==> config.mk <==
export PLATFORM = sky130hd
export DESIGN_NAME = collector_record_parser_flat
export DESIGN_NICKNAME = d
export VERILOG_FILES = /design/src/design/crp_pkg.sv /design/src/design/crp_if.sv /design/src/design/crp_parser.sv /design/src/design/crp_read_timer.sv /design/src/design/collector_record_parser.sv /design/src/flat_wrapper.sv
export SDC_FILE = /design/constraint.sdc
export NUM_CORES = 1
export LEC_CHECK = 0
export ABC_AREA = 1
export BUFFER_PORTS_ARGS = -buffer_cell sky130_fd_sc_hd__buf_2
export CORE_ASPECT_RATIO = 0.5
export CORE_MARGIN = 2
export CORE_UTILIZATION = 41
export DETAILED_ROUTE_END_ITERATION = 8
export GPL_ROUTABILITY_DRIVEN = 0
export GPL_TIMING_DRIVEN = 0
export PLACE_DENSITY_LB_ADDON = 0.2
export SLEW_MARGIN = 20
export SYNTH_ARGS = -nofsm -noshare
export SYNTH_HDL_FRONTEND = slang
export SYNTH_SLANG_ARGS = --single-unit
==> constraint.sdc <==
create_clock -name clk -period 3 [get_ports clk]
set_input_delay 0.9 -clock clk [delete_from_list [all_inputs] [get_ports clk]]
set_output_delay 0.9 -clock clk [all_outputs]
set_load 0.005 [all_outputs]
==> src/design/crp_pkg.sv <==
// Package for the collector record parser: item types, request and record codes.
// Used by the interfaces and by every module of the block; depends on nothing.
`default_nettype none

package crp_pkg;

    // Request codes on the input channel.
    localparam logic [1:0] REQ_BYTE = 2'd0;
    localparam logic [1:0] REQ_TICK = 2'd1;
    localparam logic [1:0] REQ_ARM  = 2'd2;

    // Record type in the top two bits of a head byte.
    localparam logic [1:0] REC_ENTER   = 2'b00;
    localparam logic [1:0] REC_CV      = 2'b01;
    localparam logic [1:0] REC_EXIT    = 2'b10;
    localparam logic [1:0] REC_UNKNOWN = 2'b11;

    // Result kinds.
    localparam logic [1:0] KIND_BLOCK   = 2'd0;
    localparam logic [1:0] KIND_CV      = 2'd1;
    localparam logic [1:0] KIND_TIMEOUT = 2'd2;
    localparam logic [1:0] KIND_UNKNOWN = 2'd3;

    localparam logic [15:0] TIMEOUT_RESET = 16'd1000;
    localparam int          COUNT_W       = 17;

    typedef enum logic [1:0] {
        PHASE_HEAD  = 2'd0,
        PHASE_DATA1 = 2'd1,
        PHASE_DATA2 = 2'd2,
        PHASE_SKIP  = 2'd3
    } phase_t;

    typedef struct packed {
        logic [1:0]         req_type;
        logic [7:0]         data_byte;
        logic               last_byte;
        logic signed [15:0] base_pin;
    } req_item_t;

    typedef struct packed {
        logic [1:0]         result_kind;
        logic signed [15:0] event_pin;
        logic [15:0]        loco_id;
        logic               entering;
        logic [7:0]         read_value;
    } res_item_t;

    // Outcome of one collector byte, handed from the parser to the top level.
    typedef struct packed {
        logic      valid;
        res_item_t item;
    } parse_res_t;

    // Requests from the top level to the pending-read timer.
    typedef struct packed {
        logic tick;
        logic arm;
        logic cv_taken;
    } timer_ctl_t;

endpackage

`default_nettype wire

==> src/design/crp_if.sv <==
// Valid/ready channel interfaces for the collector record parser.
// Depends on crp_pkg for the payload types.
`default_nettype none

interface crp_req_if;
    logic              valid;
    logic              ready;
    crp_pkg::req_item_t payload;

    modport source (output valid, output payload, input ready);
    modport sink   (input valid, input payload, output ready);
endinterface

interface crp_res_if;
    logic              valid;
    logic              ready;
    crp_pkg::res_item_t payload;

    modport source (output valid, output payload, input ready);
    modport sink   (input valid, input payload, output ready);
endinterface

`default_nettype wire

==> src/design/crp_parser.sv <==
// Record parser: walks the collector buffer one byte per beat and forms results.
// Depends on crp_pkg.
`default_nettype none

module crp_parser (
    input  wire logic               clk,
    input  wire logic               rst_n,
    input  wire logic               byte_en,
    input  wire logic [7:0]         data_byte,
    input  wire logic               last_byte,
    input  wire logic [15:0]        base_pin,
    input  wire logic               read_pending,
    output crp_pkg::parse_res_t     res,
    output logic                    cv_taken
);

    crp_pkg::phase_t phase_reg, phase_next;
    logic            is_block_reg, is_block_next;
    logic            exit_reg, exit_next;
    logic [5:0]      block_reg, block_next;
    logic [7:0]      loco_hi_reg, loco_hi_next;
    logic [15:0]     base_reg, base_next;
    logic [1:0]      rec_type;

    assign rec_type = data_byte[7:6];

    always_ff @(posedge clk or negedge rst_n)
    begin
        if (!rst_n)
        begin
            phase_reg    <= crp_pkg::PHASE_HEAD;
            is_block_reg <= 1'b0;
            exit_reg     <= 1'b0;
            block_reg    <= '0;
            loco_hi_reg  <= '0;
            base_reg     <= '0;
        end
        else
        begin
            phase_reg    <= phase_next;
            is_block_reg <= is_block_next;
            exit_reg     <= exit_next;
            block_reg    <= block_next;
            loco_hi_reg  <= loco_hi_next;
            base_reg     <= base_next;
        end
    end

    always_comb
    begin
        phase_next    = phase_reg;
        is_block_next = is_block_reg;
        exit_next     = exit_reg;
        block_next    = block_reg;
        loco_hi_next  = loco_hi_reg;
        base_next     = base_reg;
        res           = '0;
        cv_taken      = 1'b0;

        if (byte_en)
        begin
            unique case (phase_reg)
                crp_pkg::PHASE_HEAD:
                begin
                    if (rec_type == crp_pkg::REC_UNKNOWN)
                    begin
                        res.valid            = 1'b1;
                        res.item.result_kind = crp_pkg::KIND_UNKNOWN;
                        phase_next = last_byte ? crp_pkg::PHASE_HEAD : crp_pkg::PHASE_SKIP;
                    end
                    else
                    begin
                        is_block_next = (rec_type != crp_pkg::REC_CV);
                        if (rec_type != crp_pkg::REC_CV)
                        begin
                            exit_next  = (rec_type == crp_pkg::REC_EXIT);
                            block_next = data_byte[5:0];
                            base_next  = base_pin;
                        end
                        phase_next = last_byte ? crp_pkg::PHASE_HEAD : crp_pkg::PHASE_DATA1;
                    end
                end
                crp_pkg::PHASE_DATA1:
                begin
                    if (is_block_reg)
                    begin
                        loco_hi_next = data_byte;
                        phase_next = last_byte ? crp_pkg::PHASE_HEAD : crp_pkg::PHASE_DATA2;
                    end
                    else
                    begin
                        // A CV value only counts while a read is waiting for it.
                        if (read_pending)
                        begin
                            res.valid            = 1'b1;
                            res.item.result_kind = crp_pkg::KIND_CV;
                            res.item.read_value  = data_byte;
                            cv_taken             = 1'b1;
                        end
                        phase_next = crp_pkg::PHASE_HEAD;
                    end
                end
                crp_pkg::PHASE_DATA2:
                begin
                    res.valid            = 1'b1;
                    res.item.result_kind = crp_pkg::KIND_BLOCK;
                    res.item.event_pin   = base_reg + {10'd0, block_reg};
                    res.item.loco_id     = {loco_hi_reg, data_byte};
                    res.item.entering    = ~exit_reg;
                    phase_next           = crp_pkg::PHASE_HEAD;
                end
                crp_pkg::PHASE_SKIP:
                begin
                    if (last_byte)
                    begin
                        phase_next = crp_pkg::PHASE_HEAD;
                    end
                end
                default:
                begin
                    phase_next = crp_pkg::PHASE_HEAD;
                end
            endcase
        end
    end

endmodule

`default_nettype wire

==> src/design/crp_read_timer.sv <==
// Pending CV read timer: armed by arm beats, advanced by tick beats, holds the limit.
// Depends on crp_pkg.
`default_nettype none

module crp_read_timer (
    input  wire logic               clk,
    input  wire logic               rst_n,
    input  wire logic               cfg_wr_en,
    input  wire logic [15:0]        cfg_wr_data,
    input  wire crp_pkg::timer_ctl_t ctl,
    output logic                    read_pending,
    output logic                    timeout
);

    logic                        pending_reg, pending_next;
    logic [crp_pkg::COUNT_W-1:0] count_reg, count_next;
    logic [15:0]                 limit_reg;
    logic [crp_pkg::COUNT_W-1:0] count_inc;

    assign read_pending = pending_reg;

    always_ff @(posedge clk or negedge rst_n)
    begin
        if (!rst_n)
        begin
            pending_reg <= 1'b0;
            count_reg   <= '0;
            limit_reg   <= crp_pkg::TIMEOUT_RESET;
        end
        else
        begin
            pending_reg <= pending_next;
            count_reg   <= count_next;
            if (cfg_wr_en)
            begin
                limit_reg <= cfg_wr_data;
            end
        end
    end

    // The count saturates rather than wrapping.
    assign count_inc = (&count_reg) ? count_reg : count_reg + 1'b1;

    always_comb
    begin
        pending_next = pending_reg;
        count_next   = count_reg;
        timeout      = 1'b0;

        if (ctl.arm)
        begin
            pending_next = 1'b1;
            count_next   = '0;
        end
        else if (ctl.tick && pending_reg)
        begin
            count_next = count_inc;
            if (count_inc > {{(crp_pkg::COUNT_W-16){1'b0}}, limit_reg})
            begin
                pending_next = 1'b0;
                timeout      = 1'b1;
            end
        end
        else if (ctl.cv_taken)
        begin
            pending_next = 1'b0;
        end
    end

endmodule

`default_nettype wire

==> src/design/collector_record_parser.sv <==
// Collector record parser: one input beat per clock unless the result channel stalls,
// results in an output register. A beat waits in the input register; one that yields
// a result loads the result register as it leaves and is shown on the channel from then on.
// A stalled result channel holds the result register and, once the input register is also
// full, drops ready on the request channel. Configuration writes take effect the next cycle.
// Depends on crp_pkg, crp_if, crp_parser and crp_read_timer.
`default_nettype none

module collector_record_parser (
    input  wire logic        clk,
    input  wire logic        rst_n,
    input  wire logic        cfg_wr_en,
    input  wire logic [15:0] cfg_wr_data,
    crp_req_if.sink          req,
    crp_res_if.source        res
);

    logic                  in_valid_reg;
    crp_pkg::req_item_t    in_item_reg;
    logic                  out_valid_reg;
    crp_pkg::res_item_t    out_item_reg;
    logic                  out_free;
    logic                  fire;
    logic                  byte_en;
    logic                  read_pending;
    logic                  cv_taken;
    logic                  timeout;
    crp_pkg::parse_res_t   parse_res;
    crp_pkg::timer_ctl_t   timer_ctl;
    crp_pkg::res_item_t    timeout_item;

    assign out_free  = !out_valid_reg || res.ready;
    assign fire      = in_valid_reg && out_free;
    assign req.ready = !in_valid_reg || out_free;
    assign res.valid   = out_valid_reg;
    assign res.payload = out_item_reg;

    assign byte_en            = fire && (in_item_reg.req_type == crp_pkg::REQ_BYTE);
    assign timer_ctl.tick     = fire && (in_item_reg.req_type == crp_pkg::REQ_TICK);
    assign timer_ctl.arm      = fire && (in_item_reg.req_type == crp_pkg::REQ_ARM);
    assign timer_ctl.cv_taken = cv_taken;

    always_comb
    begin
        timeout_item             = '0;
        timeout_item.result_kind = crp_pkg::KIND_TIMEOUT;
    end

    always_ff @(posedge clk or negedge rst_n)
    begin
        if (!rst_n)
        begin
            in_valid_reg  <= 1'b0;
            out_valid_reg <= 1'b0;
        end
        else
        begin
            if (req.ready)
            begin
                in_valid_reg <= req.valid;
            end
            if (fire)
            begin
                out_valid_reg <= parse_res.valid || timeout;
            end
            else if (res.ready)
            begin
                out_valid_reg <= 1'b0;
            end
        end
    end

    always_ff @(posedge clk)
    begin
        if (req.ready && req.valid)
        begin
            in_item_reg <= req.payload;
        end
        if (fire)
        begin
            out_item_reg <= timeout ? timeout_item : parse_res.item;
        end
    end

    crp_parser u_parser (
        .clk          (clk),
        .rst_n        (rst_n),
        .byte_en      (byte_en),
        .data_byte    (in_item_reg.data_byte),
        .last_byte    (in_item_reg.last_byte),
        .base_pin     (in_item_reg.base_pin),
        .read_pending (read_pending),
        .res          (parse_res),
        .cv_taken     (cv_taken)
    );

    crp_read_timer u_read_timer (
        .clk          (clk),
        .rst_n        (rst_n),
        .cfg_wr_en    (cfg_wr_en),
        .cfg_wr_data  (cfg_wr_data),
        .ctl          (timer_ctl),
        .read_pending (read_pending),
        .timeout      (timeout)
    );

endmodule

`default_nettype wire
==> src/flat_wrapper.sv <==
// flat-port wrapper written by rule: the top's interface ports become plain ports
module collector_record_parser_flat 
  (clk, rst_n, cfg_wr_en, cfg_wr_data, req_valid, req_payload, req_ready, res_valid, res_payload, res_ready);
  crp_req_if req_i ();
  crp_res_if res_i ();
  input  wire logic clk;
  input  wire logic rst_n;
  input  wire logic cfg_wr_en;
  input  wire logic [15:0] cfg_wr_data;
  input wire logic [$bits(req_i.valid)-1:0] req_valid;
  input wire logic [$bits(req_i.payload)-1:0] req_payload;
  output wire logic [$bits(req_i.ready)-1:0] req_ready;
  output wire logic [$bits(res_i.valid)-1:0] res_valid;
  output wire logic [$bits(res_i.payload)-1:0] res_payload;
  input wire logic [$bits(res_i.ready)-1:0] res_ready;
  assign req_i.valid = req_valid;
  assign req_i.payload = req_payload;
  assign req_ready = req_i.ready;
  assign res_valid = res_i.valid;
  assign res_payload = res_i.payload;
  assign res_i.ready = res_ready;
  collector_record_parser u_core (.clk(clk), .rst_n(rst_n), .cfg_wr_en(cfg_wr_en), .cfg_wr_data(cfg_wr_data), .req(req_i), .res(res_i));
endmodule
Word-level counts from Yosys, hierarchy flattened:

Cells that the tools add are included.

* input port bits: 48
* word-level logic and storage cells: 97
* output and inout port bits: 45
* register bits: 140

* $add $sub $neg: 2
* muxes and demuxes: 32
* order comparisons: 1
* equality and inequality tests: 10
* reduce and logical (&&, ||, !) cells: 25
* bitwise gates (word level): 6

Operator list (number)
* two-way mux 17 bit: 3
* two-way mux 44 bit: 1
* two-way mux 33 bit: 1
* two-way mux 8 bit: 3
* adder 17 x 1 -> 17 bit (second input constant): 1
* > comparator 17 x 16 -> 1 bit: 1
* AND reduction 17 bit: 1
* adder 16 x 6 -> 16 bit: 1
* two-way mux 1 bit: 14
* equality test 2 bit (second input constant): 5
* two-way mux 2 bit: 5
* two-way mux 3 bit: 3
* one-hot mux 3 bit (3 select lines): 1
* one-hot mux 2 bit (4 select lines): 1
* logical AND 1 bit: 6
* NOT 1 bit: 6
* AND reduction 3 bit: 2
* OR reduction 5 bit: 1
* equality test 2 x 1 -> 1 bit (second input constant): 2
* logical NOT 2 bit: 2
* != test 2 x 1 -> 1 bit (second input constant): 2
* AND reduction 2 bit: 2
* AND reduction 4 bit: 1
* nonzero test 2 bit: 2
* 6 further kinds: 9

Longest topological paths before layout:

* depth after elaboration: 9
* gate-level depth with buffers: 22
* mapped depth without buffers: 21

Hierarchy:

A second synthesis with hierarchy kept.

* cells, all modules: 780
* area, all modules: 6995.5 sq um

By module, submodules not included
* collector_record_parser: cells an instance 181, area each 2603.7 sq um, instances 1, seq. area each 2152.1 sq um
* crp_read_timer: cells an instance 295, area each 2204.6 sq um, instances 1, seq. area each 858.3 sq um
* crp_parser: cells an instance 304, area each 2187.1 sq um, instances 1, seq. area each 850.8 sq um

Worst setup path after synthesis:

OpenSTA, ideal clock, no wires.

* path kind: input to register
* start: input res_ready
* end: register u_core.u_parser.base_reg[3]
* arrival time: 2.420 ns
* data required time: 2.875 ns
* stages: 9
* buffers on the path: 1
* slack: 0.454 ns
* library setup time: 0.125 ns
* cell sequence: inv_1 -> nand2_2 -> nand2_2 -> inv_2 -> nand3_4 -> inv_2 -> nand3_4 -> buf_6 -> mux2_4

* longest elaborated chain between the ends: 4

RTL lines
* start, declared: RTL line flat_wrapper.sv:15 `input wire logic [$bits(res_i.ready)-1:0] res_ready;`
* logical OR 1 bit: RTL line collector_record_parser.sv:32 `assign out_free = !out_valid_reg || res.ready;`
* logical AND 1 bit: RTL line collector_record_parser.sv:33 `assign fire = in_valid_reg && out_free;`
* via u_core.fire: RTL line collector_record_parser.sv:23 `logic fire;`
* logical AND 1 bit: RTL line collector_record_parser.sv:38 `assign byte_en = fire && (in_item_reg.req_type == crp_pkg::REQ_BYTE);`
* AND reduction 4 bit (no source line)
* end signal, assigned: RTL line crp_parser.sv:45 `base_reg <= base_next;`
* end, declared: RTL line crp_parser.sv:22 `logic [15:0] base_reg, base_next;`

The timed path passes the listed nets, and every way through them passes these cells.
A chain may end at the register's enable or synchronous reset.

Final worst setup path:

* start: register u_core.u_read_timer.count_reg[0] (netlist name)
* end: register u_core.out_item_reg (netlist bit u_core.res.payload[42]), data pin

* longest elaborated chain between the ends: 6
* elaborated cells on any way between the ends: 7
* classes of those cells: add/sub (1); order compare (1); mux (4); reduce/logical (1)

RTL lines
* start, declared: RTL line crp_read_timer.sv:16 `logic [crp_pkg::COUNT_W-1:0] count_reg, count_next;`
* start signal, assigned: RTL line crp_read_timer.sv:33 `count_reg <= count_next;`
* adder 17 x 1 -> 17 bit / AND reduction 17 bit (equally long branches): RTL line crp_read_timer.sv:42 `assign count_inc = (&count_reg) ? count_reg : count_reg + 1'b1;`
* two-way mux 17 bit *: RTL line crp_read_timer.sv:42
* > comparator 17 x 16 -> 1 bit *: RTL line crp_read_timer.sv:58 `if (count_inc > {{(crp_pkg::COUNT_W-16){1'b0}}, limit_reg})`
* two-way mux 1 bit *: RTL line crp_read_timer.sv:58
* two-way mux 1 bit *: RTL line crp_read_timer.sv:55 `else if (ctl.tick && pending_reg)`
* two-way mux 1 bit *: RTL line crp_read_timer.sv:50 `if (ctl.arm)`
* end signal, assigned: RTL line collector_record_parser.sv:81 `out_item_reg <= timeout ? timeout_item : parse_res.item;`
* end, declared: RTL line collector_record_parser.sv:21 `crp_pkg::res_item_t out_item_reg;`

Every way passes the cells marked *; elsewhere a longest branch is shown, timed or not.

==> impl_metrics.env <==
export IMPL_outcome="complete, no violations"
export IMPL_finalSetupViolations=0
export IMPL_post_dp_hpwl_mm=10.1
export IMPL_chipHeight_um=92.9
export IMPL_grt_max_degree=55
export IMPL_hp_class="in2async"
export IMPL_rows=32
export IMPL_die_w_um=182
export IMPL_dp_cells=945
export IMPL_pre_cts_ws_ns=-0.128
export IMPL_drive_gt1_frac=0.228
export IMPL_syn_num_nets=720
export IMPL_dieArea_mm2=0.0169
export IMPL_finalWirelength_mm=14.0
export IMPL_dr_pass1_iters=4
export IMPL_regArea_mm2=0.00386
export IMPL_wl_per_cell_um=14.3
export IMPL_ctsHtreeMaxLevel=4
export IMPL_synth_top_area_frac=0.325
export IMPL_grt_overflow=0
export IMPL_p_seq_frac=0.418
export IMPL_power_density_mw_per_mm2=792
export IMPL_period_needed_ns=2.77
export IMPL_grtUsageTotal=0.180
export IMPL_finClkSkew_ns=0.0124
export IMPL_clk_path_buf_depth=2
export IMPL_fmax_mhz=361
export IMPL_slowest_stage="dfrtp_1"
export IMPL_power_total_mw=6.25
export IMPL_syn_inst=648
export IMPL_grt_pass1_vias=4800
export IMPL_vias_per_cell=4.81
export IMPL_synth_warnings=0
export IMPL_drv_slew=0
export IMPL_crit_top_cell="nand2_1"
export IMPL_worst_pin_slew_ns=1.03
export IMPL_ios=93
export IMPL_grt_first_pass_wirelength_mm=23.4
export IMPL_r2r_start="u_core.u_read_timer.count_reg[0]"
export IMPL_grt_antenna_before_repair=0
export IMPL_drc=0
export IMPL_nets=836
export IMPL_critPathRequiredTime_ns=3.16
export IMPL_fillers=1420
export IMPL_worst_path_max_fanout=10
export IMPL_antenna_left=0
export IMPL_placed_area_mm2=0.00722
export IMPL_ys_top_cells_by_area="edfxtp_1 (32%), dfrtp_1 (25%), nand2_1 (7.7%), inv_1 (5.3%), ha_1 (4.4%)"
export IMPL_netlist_area_mm2=0.00647
export IMPL_initial_core_util=0.420
export IMPL_cp_cell_sequence="ha_4 -> nand2_1 -> nor2_4 -> nand2_2 -> nor2_4 -> nand2_4 -> buf_6 -> o21ai_4 -> inv_1 -> ha_1 -> nand2_1 -> nor3_2 -> nand3_1 -> nand2_1 -> inv_1 -> nand2_2 -> o21ai_0"
export IMPL_root_buffer="clkbuf_16"
export IMPL_coreArea_mm2=0.0154
export IMPL_numCtsBuffers=17
export IMPL_worstPathArrival_ns=2.93
export IMPL_largest_reg_flops=43
export IMPL_multi_input_area_mm2=0.00221
export IMPL_avgSynthCellArea_um2=9.99
export IMPL_p_sw_frac=0.312
export IMPL_path_clk_slew_ns=0.06
export IMPL_tns_ns=0
export IMPL_clock_power_share=0.352
export IMPL_yosysTopAreaCell="edfxtp_1"
export IMPL_cp_end_kind="flip-flop"
export IMPL_holdBufCountCts=0
export IMPL_ys_seq_area_frac=0.596
export IMPL_startpoint="u_core.u_read_timer.count_reg[0]"
export IMPL_synth_edff_count=70
export IMPL_setup_ws_ns=0.230
export IMPL_drt_iter0_drc=340
export IMPL_cts_tree="built"
export IMPL_p_comb_frac=0.230
export IMPL_path_class="reg2reg"
export IMPL_port_buffers=92
export IMPL_post_route_period_util=0.923
export IMPL_synth_flop_cell="edfxtp_1"
export IMPL_ir_drop_uv=314
export IMPL_crit_path_max_incr_delay_ns=0.41
export IMPL_diodes=0
export IMPL_stdcell_count=981
export IMPL_cp_start_kind="flip-flop"
export IMPL_p_int_mw=4.30
export IMPL_area_delta_synth_final_pct=22.0
export IMPL_synth_commonest_cells="nand2_1 (133), inv_1 (91), edfxtp_1 (70), nor2_1 (70), dfrtp_1 (64)"
export IMPL_yosysMostFrequentCell="nand2_1"
export IMPL_max_cap_violations=0
export IMPL_clk_latency_ns=0.42
export IMPL_yosysUniqueCellTypes=38
export IMPL_p_sw_mw=1.95
export IMPL_ys_ff_latch=140
export IMPL_slew_headroom=0.309
export IMPL_vias=4718
export IMPL_clock_sinks=140
export IMPL_design_area_mm2=0.00790
export IMPL_final_hold_viol_count=0
export IMPL_ys_async_sr_fraction=0.500
export IMPL_leakage_nw=3.83
logic make-up (layout without fill, tap and decap cells):
group / Yosys count / after routing / share of synthesized area
buffers and inverters: 108 / 237 / 0.0678
DFF: 140 / 140 / 0.596
adders and majority gates: 24 / 24 / 0.0475
muxes: 7 / 7 / 0.0145
and+or+nand+nor: 264 / 264 / 0.175
xor gates and xnor gates: 19 / 19 / 0.0257
AOI/OAI and AO/OA: 86 / 86 / 0.0728
metal layers:
layer | vias to the layer above | GRT usage | wire (µm)
li1 | 2347 | - | -
met1 | 2258 | 0.222 | 6330
met2 | 97 | 0.319 | 6930
met3 | 16 | 0.0374 | 556
met4 | 0 | 0.0583 | 189
met5 | - | 0 | 0
worst paths after layout:
path | to | slack, ns | depth (start not counted)
max | u_core.res.payload[42] | 0.23 | 17
min | u_core.u_read_timer.limit_reg[15] | 0.35 | 1
max reg2reg | u_core.res.payload[42] | 0.23 | 17
min reg2reg | u_core.u_parser.base_reg[2] | 0.47 | 1
max in group asynchronous | u_core.u_parser.block_reg[5] | 2.10 | 2
min in group clk | u_core.u_parser.base_reg[2] | 0.47 | 1
worst max-delay path, delay by kind of cell (launching register included):
family | cells | cell delay, ns
compound gates | 2 | 0.23
fa+ha+maj | 2 | 0.46
buf+inv | 3 | 0.29
flops | 1 | 0.41
simple gates | 10 | 1.15
final cells by class:
| type | instances | share of cell area |
|---|---|---|
| repair buffers | 97 | 0.0659 |
| plain buffers | 13 | 0.0105 |
| multi-input cells | 400 | 0.280 |
| well taps | 204 | 0.0323 |
| inverters | 95 | 0.0452 |
| clock inverters | 14 | 0.0230 |
| flip-flops and latches | 140 | 0.489 |
| clock buffers | 18 | 0.0543 |
per-stage QoR:
stage               utilization  hold WS, ns
global placement          0.466        0.460
finish                    0.512        0.351
floorplan                     -        0.454
CTS                       0.508        0.349
detailed placement        0.468        0.468
global route              0.512        0.358
power by group through the flow:
stage | sequential (mW) | combinational (mW) | clock [mW]
2_1_floorplan | 2.60 | 0.979 | 0
3_3_place_gp | 2.64 | 1.34 | 0
3_5_place_dp | 2.65 | 1.38 | 0
4_1_cts | 2.61 | 1.39 | 2.23
5_1_grt | 2.66 | 1.66 | 2.30
6_report | 2.62 | 1.44 | 2.20
cells in the final DEF (no fill, tap or decap), drive strengths merged:
master and instances:
o211ai 2, a21oi 26, or2 1, clkinvlp 3, o21a 1, a22o 4
clkinv 2, nand3b 1, a21o 1, nor2 74, edfxtp 70, a211oi 1
xor2 17, dfstp 6, dfrtp 64, nor3 11, bufinv 3, ha 23
fa 1, clkbuf 24, o22ai 4, mux2 7, nand4 4, o21ai 46
xnor2 2, buf 104, nand2 143, inv 101, nand3 30, a31oi 1
what timing repair did:
item	in CTS	in global routing
buffers inserted	0	4
endpoints found under the setup margin	1	3
pin swaps	0	2
resized for setup	1	7
Note: power is estimated with default switching activity, not from simulation.
